[src/hw/rtl/vrdp_pkg.sv]
`timescale 1ns / 1ps
// ----------------------------------------------------------------------------
// vrdp_pkg
// Shared types and constants of the VP8/VP9 RTP descriptor length parser.
// ----------------------------------------------------------------------------
package vrdp_pkg;

    // Parse phase: which descriptor byte the parser waits for next
    typedef enum logic [3:0] {
        PH_IDLE,
        PH_VP8_EXT,
        PH_VP8_PIDM,
        PH_VP9_PIDM,
        PH_VP9_PDIFF1,
        PH_VP9_PDIFF2,
        PH_VP9_SS,
        PH_VP9_NG,
        PH_VP9_PG
    } t_phase;

    // Result status codes
    typedef enum logic {
        ST_PARSED    = 1'b0,
        ST_TOO_SHORT = 1'b1
    } t_status;

    // Payload format register codes
    localparam logic FMT_VP8 = 1'b0;
    localparam logic FMT_VP9 = 1'b1;

    // Flag bit positions in the descriptor bytes
    localparam int BIT_X_OR_I   = 7;   // VP8 X / VP9 I, also the M bit of a picture ID
    localparam int BIT_EXT_I    = 7;   // VP8 extension: I
    localparam int BIT_EXT_L    = 6;   // VP8 extension: L
    localparam int BIT_EXT_T    = 5;   // VP8 extension: T
    localparam int BIT_EXT_K    = 4;   // VP8 extension: K
    localparam int BIT_VP9_P    = 6;
    localparam int BIT_VP9_L    = 5;
    localparam int BIT_VP9_F    = 4;
    localparam int BIT_VP9_V    = 1;
    localparam int BIT_PDIFF_N  = 0;
    localparam int BIT_SS_Y     = 4;
    localparam int BIT_SS_G     = 3;

    // One result word
    typedef struct packed {
        t_status     status;
        logic [15:0] length;
    } t_result;

endpackage

[src/hw/rtl/vrdp_core.sv]
`timescale 1ns / 1ps
// ----------------------------------------------------------------------------
// vrdp_core
// Parse state and per-byte update. Each accepted byte advances the registered
// state and may raise a single result in that same cycle.
// ----------------------------------------------------------------------------
module vrdp_core #(
    parameter int LENGTH_WIDTH = 16
) (
    input  logic              i_clk,
    input  logic              i_rst_n,
    input  logic              i_accept,
    input  logic [7:0]        i_data_byte,
    input  logic              i_packet_start,
    input  logic [15:0]       i_payload_length,
    input  logic              i_format_select,
    output logic              o_res_valid,
    output vrdp_pkg::t_result o_res
);
    import vrdp_pkg::*;

    // Length compare width and count width (count may overshoot by one skip)
    localparam int LEN_W = (LENGTH_WIDTH < 16) ? LENGTH_WIDTH : 16;
    localparam int CW    = LEN_W + 1;

    t_phase          r_phase,  n_phase;
    logic [CW-1:0]   r_pos,    n_pos;
    logic [CW-1:0]   r_count,  n_count;
    logic [7:0]      r_first,  n_first;
    logic [7:0]      r_ext,    n_ext;
    logic [7:0]      r_groups, n_groups;

    logic [CW-1:0]   c_len;
    logic            c_fin;
    logic            c_short;
    logic            go_tail;
    logic            go_layers;
    logic            go_flex;
    logic            go_ss;
    logic            go_groups;

    assign c_len = {1'b0, i_payload_length[LEN_W-1:0]};

    // Next state: head byte or inspected byte, then the shared tail sections
    always_comb begin
        n_phase   = r_phase;
        n_pos     = r_pos;
        n_count   = r_count;
        n_first   = r_first;
        n_ext     = r_ext;
        n_groups  = r_groups;
        c_fin     = 1'b0;
        c_short   = 1'b0;
        go_tail   = 1'b0;
        go_layers = 1'b0;
        go_flex   = 1'b0;
        go_ss     = 1'b0;
        go_groups = 1'b0;

        if (i_accept && i_packet_start) begin
            n_pos    = '0;
            n_count  = CW'(1);
            n_first  = i_data_byte;
            n_ext    = '0;
            n_groups = '0;
            n_phase  = PH_IDLE;
            if (c_len <= CW'(1)) begin
                c_fin   = 1'b1;
                c_short = 1'b1;
            end else if (i_data_byte[BIT_X_OR_I]) begin
                n_count = n_count + CW'(1);
                if (n_count >= c_len) begin
                    c_fin   = 1'b1;
                    c_short = 1'b1;
                end else begin
                    n_phase = (i_format_select == FMT_VP9) ? PH_VP9_PIDM : PH_VP8_EXT;
                end
            end else if (i_format_select == FMT_VP8) begin
                c_fin = 1'b1;
            end else begin
                go_layers = 1'b1;
            end
        end else if (i_accept && (r_phase != PH_IDLE)) begin
            n_pos = r_pos + CW'(1);
            // only the byte the descriptor points at is inspected
            if (n_pos + CW'(1) == r_count) begin
                case (r_phase)
                    PH_VP8_EXT: begin
                        n_ext = i_data_byte;
                        if (i_data_byte[BIT_EXT_I]) begin
                            n_count = n_count + CW'(1);
                            if (n_count >= c_len) begin
                                c_fin   = 1'b1;
                                c_short = 1'b1;
                            end else begin
                                n_phase = PH_VP8_PIDM;
                            end
                        end else begin
                            go_tail = 1'b1;
                        end
                    end
                    PH_VP8_PIDM, PH_VP9_PIDM: begin
                        if (i_data_byte[BIT_X_OR_I]) begin
                            n_count = n_count + CW'(1);
                            if (n_count >= c_len) begin
                                c_fin   = 1'b1;
                                c_short = 1'b1;
                            end
                        end
                        if (!c_fin) begin
                            if (r_phase == PH_VP8_PIDM) begin
                                go_tail = 1'b1;
                            end else begin
                                go_layers = 1'b1;
                            end
                        end
                    end
                    PH_VP9_PDIFF1: begin
                        if (i_data_byte[BIT_PDIFF_N]) begin
                            n_count = n_count + CW'(1);
                            if (n_count >= c_len) begin
                                c_fin   = 1'b1;
                                c_short = 1'b1;
                            end else begin
                                n_phase = PH_VP9_PDIFF2;
                            end
                        end else begin
                            go_ss = 1'b1;
                        end
                    end
                    PH_VP9_PDIFF2: begin
                        if (i_data_byte[BIT_PDIFF_N]) begin
                            n_count = n_count + CW'(1);
                            if (n_count >= c_len) begin
                                c_fin   = 1'b1;
                                c_short = 1'b1;
                            end
                        end
                        if (!c_fin) begin
                            go_ss = 1'b1;
                        end
                    end
                    PH_VP9_SS: begin
                        // resolution bytes: four per spatial layer
                        if (i_data_byte[BIT_SS_Y]) begin
                            n_count = n_count + CW'({i_data_byte[7:5], 2'b00}) + CW'(4);
                            if (n_count >= c_len) begin
                                c_fin   = 1'b1;
                                c_short = 1'b1;
                            end
                        end
                        if (!c_fin) begin
                            if (i_data_byte[BIT_SS_G]) begin
                                n_count = n_count + CW'(1);
                                if (n_count >= c_len) begin
                                    c_fin   = 1'b1;
                                    c_short = 1'b1;
                                end else begin
                                    n_phase = PH_VP9_NG;
                                end
                            end else begin
                                c_fin = 1'b1;
                            end
                        end
                    end
                    PH_VP9_NG: begin
                        n_groups  = i_data_byte;
                        go_groups = 1'b1;
                    end
                    PH_VP9_PG: begin
                        // reference count of this group adds its diff bytes
                        n_count = n_count + CW'(i_data_byte[3:2]);
                        if (n_count >= c_len) begin
                            c_fin   = 1'b1;
                            c_short = 1'b1;
                        end else begin
                            n_groups  = r_groups - 8'd1;
                            go_groups = 1'b1;
                        end
                    end
                    default: begin
                        n_phase = PH_IDLE;
                    end
                endcase
            end
        end

        // VP8: TL0PICIDX, then TID/KEYIDX
        if (go_tail) begin
            if (n_ext[BIT_EXT_L]) begin
                n_count = n_count + CW'(1);
                if (n_count >= c_len) begin
                    c_fin   = 1'b1;
                    c_short = 1'b1;
                end
            end
            if (!c_fin && (n_ext[BIT_EXT_T] || n_ext[BIT_EXT_K])) begin
                n_count = n_count + CW'(1);
                if (n_count >= c_len) begin
                    c_short = 1'b1;
                end
            end
            c_fin = 1'b1;
        end

        // VP9 layer indices: one byte, plus TL0PICIDX when not flexible
        if (go_layers) begin
            if (n_first[BIT_VP9_L]) begin
                n_count = n_count + CW'(1);
                if (n_count >= c_len) begin
                    c_fin   = 1'b1;
                    c_short = 1'b1;
                end
                if (!c_fin && !n_first[BIT_VP9_F]) begin
                    n_count = n_count + CW'(1);
                    if (n_count >= c_len) begin
                        c_fin   = 1'b1;
                        c_short = 1'b1;
                    end
                end
            end
            go_flex = !c_fin;
        end

        // VP9 flexible-mode reference bytes (I, P and F all set)
        if (go_flex) begin
            if (n_first[BIT_X_OR_I] && n_first[BIT_VP9_P] && n_first[BIT_VP9_F]) begin
                n_count = n_count + CW'(1);
                if (n_count >= c_len) begin
                    c_fin   = 1'b1;
                    c_short = 1'b1;
                end else begin
                    n_phase = PH_VP9_PDIFF1;
                end
            end else begin
                go_ss = 1'b1;
            end
        end

        // VP9 scalability structure header
        if (go_ss) begin
            if (n_first[BIT_VP9_V]) begin
                n_count = n_count + CW'(1);
                if (n_count >= c_len) begin
                    c_fin   = 1'b1;
                    c_short = 1'b1;
                end else begin
                    n_phase = PH_VP9_SS;
                end
            end else begin
                c_fin = 1'b1;
            end
        end

        // VP9 picture-group entries
        if (go_groups) begin
            if (n_groups == 8'd0) begin
                c_fin = 1'b1;
            end else begin
                n_count = n_count + CW'(1);
                if (n_count >= c_len) begin
                    c_fin   = 1'b1;
                    c_short = 1'b1;
                end else begin
                    n_phase = PH_VP9_PG;
                end
            end
        end

        if (c_fin) begin
            n_phase = PH_IDLE;
        end
    end

    // Result outputs
    always_comb begin
        o_res_valid = c_fin;
        if (c_short) begin
            o_res.status = ST_TOO_SHORT;
            o_res.length = '0;
        end else begin
            o_res.status = ST_PARSED;
            o_res.length = 16'(n_count[LEN_W-1:0]);
        end
    end

    // State registers
    always_ff @(posedge i_clk) begin
        if (!i_rst_n) begin
            r_phase  <= PH_IDLE;
            r_pos    <= '0;
            r_count  <= '0;
            r_first  <= '0;
            r_ext    <= '0;
            r_groups <= '0;
        end else begin
            r_phase  <= n_phase;
            r_pos    <= n_pos;
            r_count  <= n_count;
            r_first  <= n_first;
            r_ext    <= n_ext;
            r_groups <= n_groups;
        end
    end

endmodule

[src/hw/rtl/vpx_rtp_descriptor_length_parser.sv]
`timescale 1ns / 1ps
// ----------------------------------------------------------------------------
// vpx_rtp_descriptor_length_parser
// Results: a result word is written into the result queue registers when the byte
//   that settles it is accepted, and the queue offers it on the master side.
// Throughput: one payload byte per cycle; a two-word result queue stalls input
//   only while both entries are full.
// Reset: synchronous, active low; parser idle, queue empty, format VP8.
// ----------------------------------------------------------------------------
module vpx_rtp_descriptor_length_parser #(
    parameter int LENGTH_WIDTH = 16
) (
    input  logic        i_clk,
    input  logic        i_rst_n,
    // payload bytes
    input  logic        s_axis_tvalid,
    output logic        s_axis_tready,
    input  logic [23:0] s_axis_tdata,   // [7:0] data_byte, [23:8] payload_length
    input  logic        s_axis_tuser,   // [0] packet_start
    // results
    output logic        m_axis_tvalid,
    input  logic        m_axis_tready,
    output logic [15:0] m_axis_tdata,   // [15:0] descriptor_length
    output logic        m_axis_tuser,   // [0] parse_status
    // format register
    input  logic        i_cfg_valid,
    output logic        o_cfg_ready,
    input  logic        i_cfg_data      // format_select
);
    import vrdp_pkg::*;

    logic       r_format;
    logic       s_accept;
    logic       m_accept;
    logic       core_valid;
    t_result    core_res;

    t_result    r_q [2];
    logic       r_wr, n_wr;
    logic       r_rd, n_rd;
    logic [1:0] r_cnt, n_cnt;

    assign s_accept      = s_axis_tvalid && s_axis_tready;
    assign m_accept      = m_axis_tvalid && m_axis_tready;
    assign s_axis_tready = (r_cnt != 2'd2);
    assign o_cfg_ready   = 1'b1;

    // Format register
    always_ff @(posedge i_clk) begin
        if (!i_rst_n) begin
            r_format <= FMT_VP8;
        end else if (i_cfg_valid && o_cfg_ready) begin
            r_format <= i_cfg_data;
        end
    end

    vrdp_core #(
        .LENGTH_WIDTH (LENGTH_WIDTH)
    ) u_core (
        .i_clk            (i_clk),
        .i_rst_n          (i_rst_n),
        .i_accept         (s_accept),
        .i_data_byte      (s_axis_tdata[7:0]),
        .i_packet_start   (s_axis_tuser),
        .i_payload_length (s_axis_tdata[23:8]),
        .i_format_select  (r_format),
        .o_res_valid      (core_valid),
        .o_res            (core_res)
    );

    // Result queue pointers
    always_comb begin
        n_wr  = r_wr ^ core_valid;
        n_rd  = r_rd ^ m_accept;
        n_cnt = r_cnt;
        case ({core_valid, m_accept})
            2'b10:   n_cnt = r_cnt + 2'd1;
            2'b01:   n_cnt = r_cnt - 2'd1;
            default: n_cnt = r_cnt;
        endcase
    end

    always_ff @(posedge i_clk) begin
        if (!i_rst_n) begin
            r_wr  <= 1'b0;
            r_rd  <= 1'b0;
            r_cnt <= 2'd0;
        end else begin
            r_wr  <= n_wr;
            r_rd  <= n_rd;
            r_cnt <= n_cnt;
        end
    end

    // Result queue storage
    always_ff @(posedge i_clk) begin
        if (core_valid) begin
            r_q[r_wr] <= core_res;
        end
    end

    assign m_axis_tvalid = (r_cnt != 2'd0);
    assign m_axis_tdata  = r_q[r_rd].length;
    assign m_axis_tuser  = r_q[r_rd].status;

    // A result is only raised by an accepted byte
    a_res_on_accept: assert property (@(posedge i_clk) disable iff (!i_rst_n)
        core_valid |-> s_accept)
        else $error("result raised without an accepted byte");

    // The queue never takes a word while full
    a_no_overflow: assert property (@(posedge i_clk) disable iff (!i_rst_n)
        core_valid |-> (r_cnt != 2'd2))
        else $error("result queue overflow");

    // A too-short status always carries a zero length
    a_short_zero: assert property (@(posedge i_clk) disable iff (!i_rst_n)
        (m_axis_tvalid && (m_axis_tuser == ST_TOO_SHORT)) |-> (m_axis_tdata == 16'd0))
        else $error("too-short result with nonzero length");

    // Queue occupancy follows pushes and pops
    a_cnt_track: assert property (@(posedge i_clk) disable iff (!i_rst_n)
        (core_valid && !m_accept && (r_cnt == 2'd0)) |=> (r_cnt == 2'd1))
        else $error("queue count lost a pushed word");

endmodule
[config.mk]
export PLATFORM = sky130hd
export DESIGN_NAME = vpx_rtp_descriptor_length_parser
export DESIGN_NICKNAME = d
export VERILOG_FILES = /design/src/hw/rtl/vrdp_pkg.sv /design/src/hw/rtl/vrdp_core.sv /design/src/hw/rtl/vpx_rtp_descriptor_length_parser.sv
export SDC_FILE = /design/constraint.sdc
export NUM_CORES = 1
export LEC_CHECK = 0
export ABC_CLOCK_PERIOD_IN_PS = 26300
export BUFFER_PORTS_ARGS = -buffer_cell sky130_fd_sc_hd__buf_2
export CORE_UTILIZATION = 30
export CTS_BUF_LIST = sky130_fd_sc_hd__clkbuf_16
export CTS_CLUSTER_SIZE = 12
export DETAILED_ROUTE_END_ITERATION = 10
export PLACE_DENSITY = 0.43
export SLEW_MARGIN = 5
export SYNTH_ARGS = -nofsm -noshare
export SYNTH_HDL_FRONTEND = slang
export SYNTH_HIERARCHICAL = 1
export SYNTH_SLANG_ARGS = --single-unit
[constraint.sdc]
create_clock -name i_clk -period 26.3 [get_ports i_clk]
set_input_delay 5.26 -clock i_clk [delete_from_list [all_inputs] [get_ports i_clk]]
set_output_delay 5.26 -clock i_clk [all_outputs]
set_load 0.01 [all_outputs]
==> results.md <==
Hold path:
- The capture endpoint of the worst hold path is u_core/r_first[6]$_SDFF_PN0_.
- The path class of the tightest hold or removal check is flop to flop.
- The startpoint identified for the worst hold timing path is u_core/r_first[6]$_SDFF_PN0_.
- The worst hold path was traced through 2 stages.

Logic synthesis:
- The cell taking the most area after synthesis is sky130_fd_sc_hd__ha_1.
- Of the synthesized area, sequential elements account for 12.0%.
- The area share of the leading cell type in the synthesized netlist is approximately an eighth.
- The most instantiated flip-flop cell in the synthesis netlist is sky130_fd_sc_hd__dfxtp_1.
- In the synthesized netlist, the number of instances is 2,479.
- The number of enable-type register cells in the synthesized netlist is 34.
- Summing the areas of all xor and xnor instances in the mapped netlist gives 13.2% of the synthesized area.
- The synthesized netlist devotes approximately a quarter of its cell area to compound gates.
- Sorting the synthesized cells by area gives the leading types as sky130_fd_sc_hd__ha_1, sky130_fd_sc_hd__xnor2_1, sky130_fd_sc_hd__dfxtp_1.
- The post-synthesis adder-cell area fraction is a little over an eighth.
- By count the netlist is led by sky130_fd_sc_hd__nor2_1, sky130_fd_sc_hd__nand2_1, sky130_fd_sc_hd__ha_1.
- The post-synthesis async set-or-reset flop share is 0%.
- The synthesized netlist devotes 30.0% of its cell area to simple gates.
- Yosys printed 6 warnings.
- The number of different library cells used by synthesis comes to around 130.
- Yosys instantiated no cell more often than sky130_fd_sc_hd__nor2_1.
- In this run, synthesis produced a sequential element count of between 90 and 100.
- When the netlist entered floorplanning its net count stood at approximately 2,700.
- The dominant combinational cell family by area after synthesis is simple AND/OR/NAND/NOR gates.
- In this run the mean area of a mapped cell was 7.50 sq um.
- The cell area that synthesis handed to floorplanning was 18,600 sq um.
- The mux cell area share after synthesis is around 2.6%.

Clock tree:
- TritonCTS built the clock tree.
- The clock passes through at most 2 buffers.
- The insertion delay to the later sink of the worst-skew pair is between 0.3 and 0.4 ns.
- Buffers inserted during clock tree synthesis total 9.
- The TritonCTS sink count is 94.
- The clock transition at the registers of the reported paths is roughly 0.07 ns.
- The tree is rooted in a sky130_fd_sc_hd__clkbuf_16.
- The H-tree was split into 3 levels.

STA:
- The fmax is 0.0403 GHz.
- Setup repair after global routing left no endpoint under its margin.
- After routing, the total negative slack on setup checks comes to 0 ns.
- The post-route worst setup slack is approximately 1.5 ns.
- At the pin with the least slew margin, the transition time is just over 1 ns.
- The clock arrives with roughly 0.013 ns of skew.
- After layout, the worst path uses 94.4% of the clock period.
- The number of pins exceeding their max-slew limit in the final report is 0.
- The max-slew headroom at the worst pin is 30.5%.
- The number of failing setup endpoints in the final timing report is 0.
- The final critical delay including setup and external delays is roughly 25 ns.
- The number of failing hold endpoints at the final stage came to 0.

Die:
- The core area is just over 60,000 sq um.
- The die covers 62,900 sq um.
- The row count is 90.
- The number of top-level pins is 51.
- In this run the vertical extent of the chip is ~250 um.
- The initial cell density of the core is between 30% and 40%.
- The die is approximately 250 um wide.

Global route:
- The total track usage is between 20% and 30%.
- In this run the most used layer during global routing was met2.
- The via count of the first global-routing pass is approximately 19,000.
- For met3 alone, demand over resource in global routing was roughly 2.9%.
- For met1 alone, demand over resource in global routing was 35.7%.
- After global routing the overflow that remains totals 0.
- The initial antenna violation count is 1.
- The maximum number of pins on one net before global-route repair is 50.
- The global-route wire length before repair is 122 mm.
- For met2 alone, demand over resource in global routing was just over 40%.

Setup path:
- The type of destination of the critical path is a flop.
- The cell that appears most often on the critical path is sky130_fd_sc_hd__ha_1.
- The sort of element at the start of the critical path is a primary input.
- The worst setup path is of the primary input to flop kind.
- The launching point of the worst reg2reg path is u_core/r_count[2]$_SDFF_PN0_.
- Counting cells, the worst reg-to-reg path comes to 89.
- In this design, the largest share of critical-path delay is due to compound AO/OA/AOI/OAI gates.
- The number of buffers and inverters on the critical path is 8.
- The end of the worst register-to-register path is r_cnt[1]$_SDFFE_PN0P_.
- Data on the critical path is required at its endpoint by approximately 27 ns.
- The slowest stage of the critical path is the sky130_fd_sc_hd__or4b_2 cell.
- In this run the worst path has a maximum fanout of 8.
- The worst register-to-register path has a setup slack of 5.82 ns.
- The endpoint arrival time on the critical path is about 25 ns.
- The largest incremental delay on the critical path is 0.71 ns.

Power and ir drop:
- The worst vdd rail ir drop is about 0.025 mV.
- The leakage power summed over all cells is around 7.6 nW.
- After layout, the design draws a total of about 0.0007 W.
- The power density of the placed cells is around 34 nW/um^2.

Route:
- After detailed routing, the number of vias per cell comes to 6.10.
- After detailed routing, the average wire length per cell comes to roughly 25 um.
- For this block, the initial DRC count from the detailed router was 1,731.
- The detailed-routing iteration count for the pre-antenna-repair pass is 6.
- The total via count in the routed design is about 20,000.
- The remaining antenna violation count after routing is 0.
- The total wire length is 82.0 mm.
- For this run, design rule violations remaining after detail routing come to 0.

Placed design:
- The weighted congestion at the end of routability-driven global placement is approximately 0.96.
- The worst slack after detailed placement is between 1 and 1.5 ns.
- The half-perimeter wire length after detailed placement is between 60 and 70 mm.
- The count of input and output buffers is between 40 and 50.

Outcome:
- The run finished with clean final reports.

Layout:
- The count of fill cells added during filler insertion is around 6,500.
- The number of nets in the finished design is about 2,700.
- The area of the multi-input gates is 15,500 sq um.
- Measured on the finished design, the core utilization comes to 33.0%.
- Cells with a size suffix above 1 make up between 10% and 20% of the layout.
- Registers take between 2000 and 2500 sq um.
- From synthesis to final layout, the design area changed by 7.89%.
- The number of antenna diodes in the final layout is 0.

Run:
- The max-capacitance violation count is 0.
-- per-stage QoR --
step           area (sq um)  hold slack, ns  cells
6_report              20000           0.486   3261
5_1_grt               20000           0.513   3261
4_1_cts               20000           0.487   3260
3_5_place_dp          19700           0.477   3244
3_3_place_gp          19700           0.466   3244
2_1_floorplan         18600           0.450   2479
-- per-layer routing --
| layer | wire (um) | part of all wire (%) |
|---|---|---|
| met4 | 2260 | 2.8 |
| met5 | 13 | 0.016 |
| met3 | 5410 | 6.6 |
| met2 | 36000 | 44 |
| met1 | 38300 | 47 |
-- flip-flops by register name (all words and copies together), names as in the netlist, named ones only --
register / flops
r_q: 34
u_core/r_count: 17
u_core/r_pos: 17
u_core/r_groups: 8
u_core/r_first: 5
u_core/r_phase: 4
u_core/r_ext: 3
r_cnt: 2
r_format: 1
r_rd: 1
r_wr: 1
-- cells by family (layout without fill, tap and decap cells) --
family                     after synthesis  in the layout
xor gates and xnor gates               275            275
AOI/OAI and AO/OA                      623            623
DFF                                     94             94
muxes                                   44             44
and+or+nand+nor                       1038           1038
buffers and inverters                  204            204
adders and majority gates              200            200
other                                    1              1
-- report_power, final --
group,internal [W],total (W),switching (W)
registers,0.000163,0.000179,0.0000156
logic,0.000137,0.000369,0.000232
clock network,0.0000671,0.000134,0.0000664
total,0.000367,0.000682,0.000314
-- layout by cell type, fill, tap and decap left out, types with 30 or more instances in the layout --
cell type                  synthesis  routed
sky130_fd_sc_hd__nor2_1          232     230
sky130_fd_sc_hd__nand2_1         201     200
sky130_fd_sc_hd__ha_1            198     198
sky130_fd_sc_hd__xnor2_1         183     181
sky130_fd_sc_hd__a21oi_1         126     126
sky130_fd_sc_hd__o21ai_0         111     111
sky130_fd_sc_hd__nand4_1          89      89
sky130_fd_sc_hd__xor2_1           88      88
sky130_fd_sc_hd__nor3_1           83      82
sky130_fd_sc_hd__nand3_1          77      77
sky130_fd_sc_hd__inv_1            70      70
sky130_fd_sc_hd__buf_4            12      67
sky130_fd_sc_hd__dfxtp_1          60      60
sky130_fd_sc_hd__buf_2            40      49
sky130_fd_sc_hd__nor4_1           48      48
sky130_fd_sc_hd__and3_1           41      41
sky130_fd_sc_hd__nor2b_1          39      39
sky130_fd_sc_hd__o21a_1           37      37
sky130_fd_sc_hd__or3_1            35      35
sky130_fd_sc_hd__edfxtp_1         34      34
sky130_fd_sc_hd__a21o_1           34      34
sky130_fd_sc_hd__nand2b_1         32      32
sky130_fd_sc_hd__and2_1           33      32
sky130_fd_sc_hd__o211ai_1         30      30
sky130_fd_sc_hd__a211oi_1         30      30
-- worst register-to-register path, delay by kind of cell, from the launching register on --
| family | cells | cell delay [ns] |
|---|---|---|
| adders and majority gates | 12 | 3.35 |
| and+or+nand+nor | 26 | 5.58 |
| AOI/OAI and AO/OA | 34 | 8.12 |
| xor gates and xnor gates | 6 | 1.15 |
| DFF | 1 | 0.31 |
| muxes | 1 | 0.39 |
| buffers and inverters | 10 | 1.53 |
-- worst max path at each step --
stage / start / end / slack (ns) / cells after the start
floorplan: s_axis_tdata[6] / r_cnt[1]$_SDFFE_PN0P_ / 3.13 / 91
global placement: s_axis_tdata[6] / r_q[0][1]$_DFFE_PP_ / 1.34 / 77
detailed placement: s_axis_tdata[6] / r_q[0][3]$_DFFE_PP_ / 1.10 / 75
CTS: s_axis_tdata[6] / r_cnt[1]$_SDFFE_PN0P_ / 1.40 / 78
global route: s_axis_tdata[5] / r_cnt[1]$_SDFFE_PN0P_ / 0.02 / 92
finish: s_axis_tdata[6] / r_cnt[1]$_SDFFE_PN0P_ / 1.47 / 87
-- timing repair --
| item | 4_1_cts | 5_1_grt |
|---|---|---|
| buffers inserted | 0 | 1 |
| hold buffers | 0 | 0 |
| gates resized for setup | 0 | 4 |
| endpoints found under the setup margin | 0 | 36 |
-- final cells by class --
| cell class | instances | area share (%) |
|---|---|---|
| multi-input combinational | 2181 | 77.5 |
| tap | 782 | 4.88 |
| inverter | 72 | 1.35 |
| sequential | 94 | 11.1 |
| timing repair buffer | 116 | 3.73 |
| clock buffer | 9 | 1.12 |
| clock inverter | 7 | 0.362 |
No activity file was read; power rests on OpenSTA's default activity.
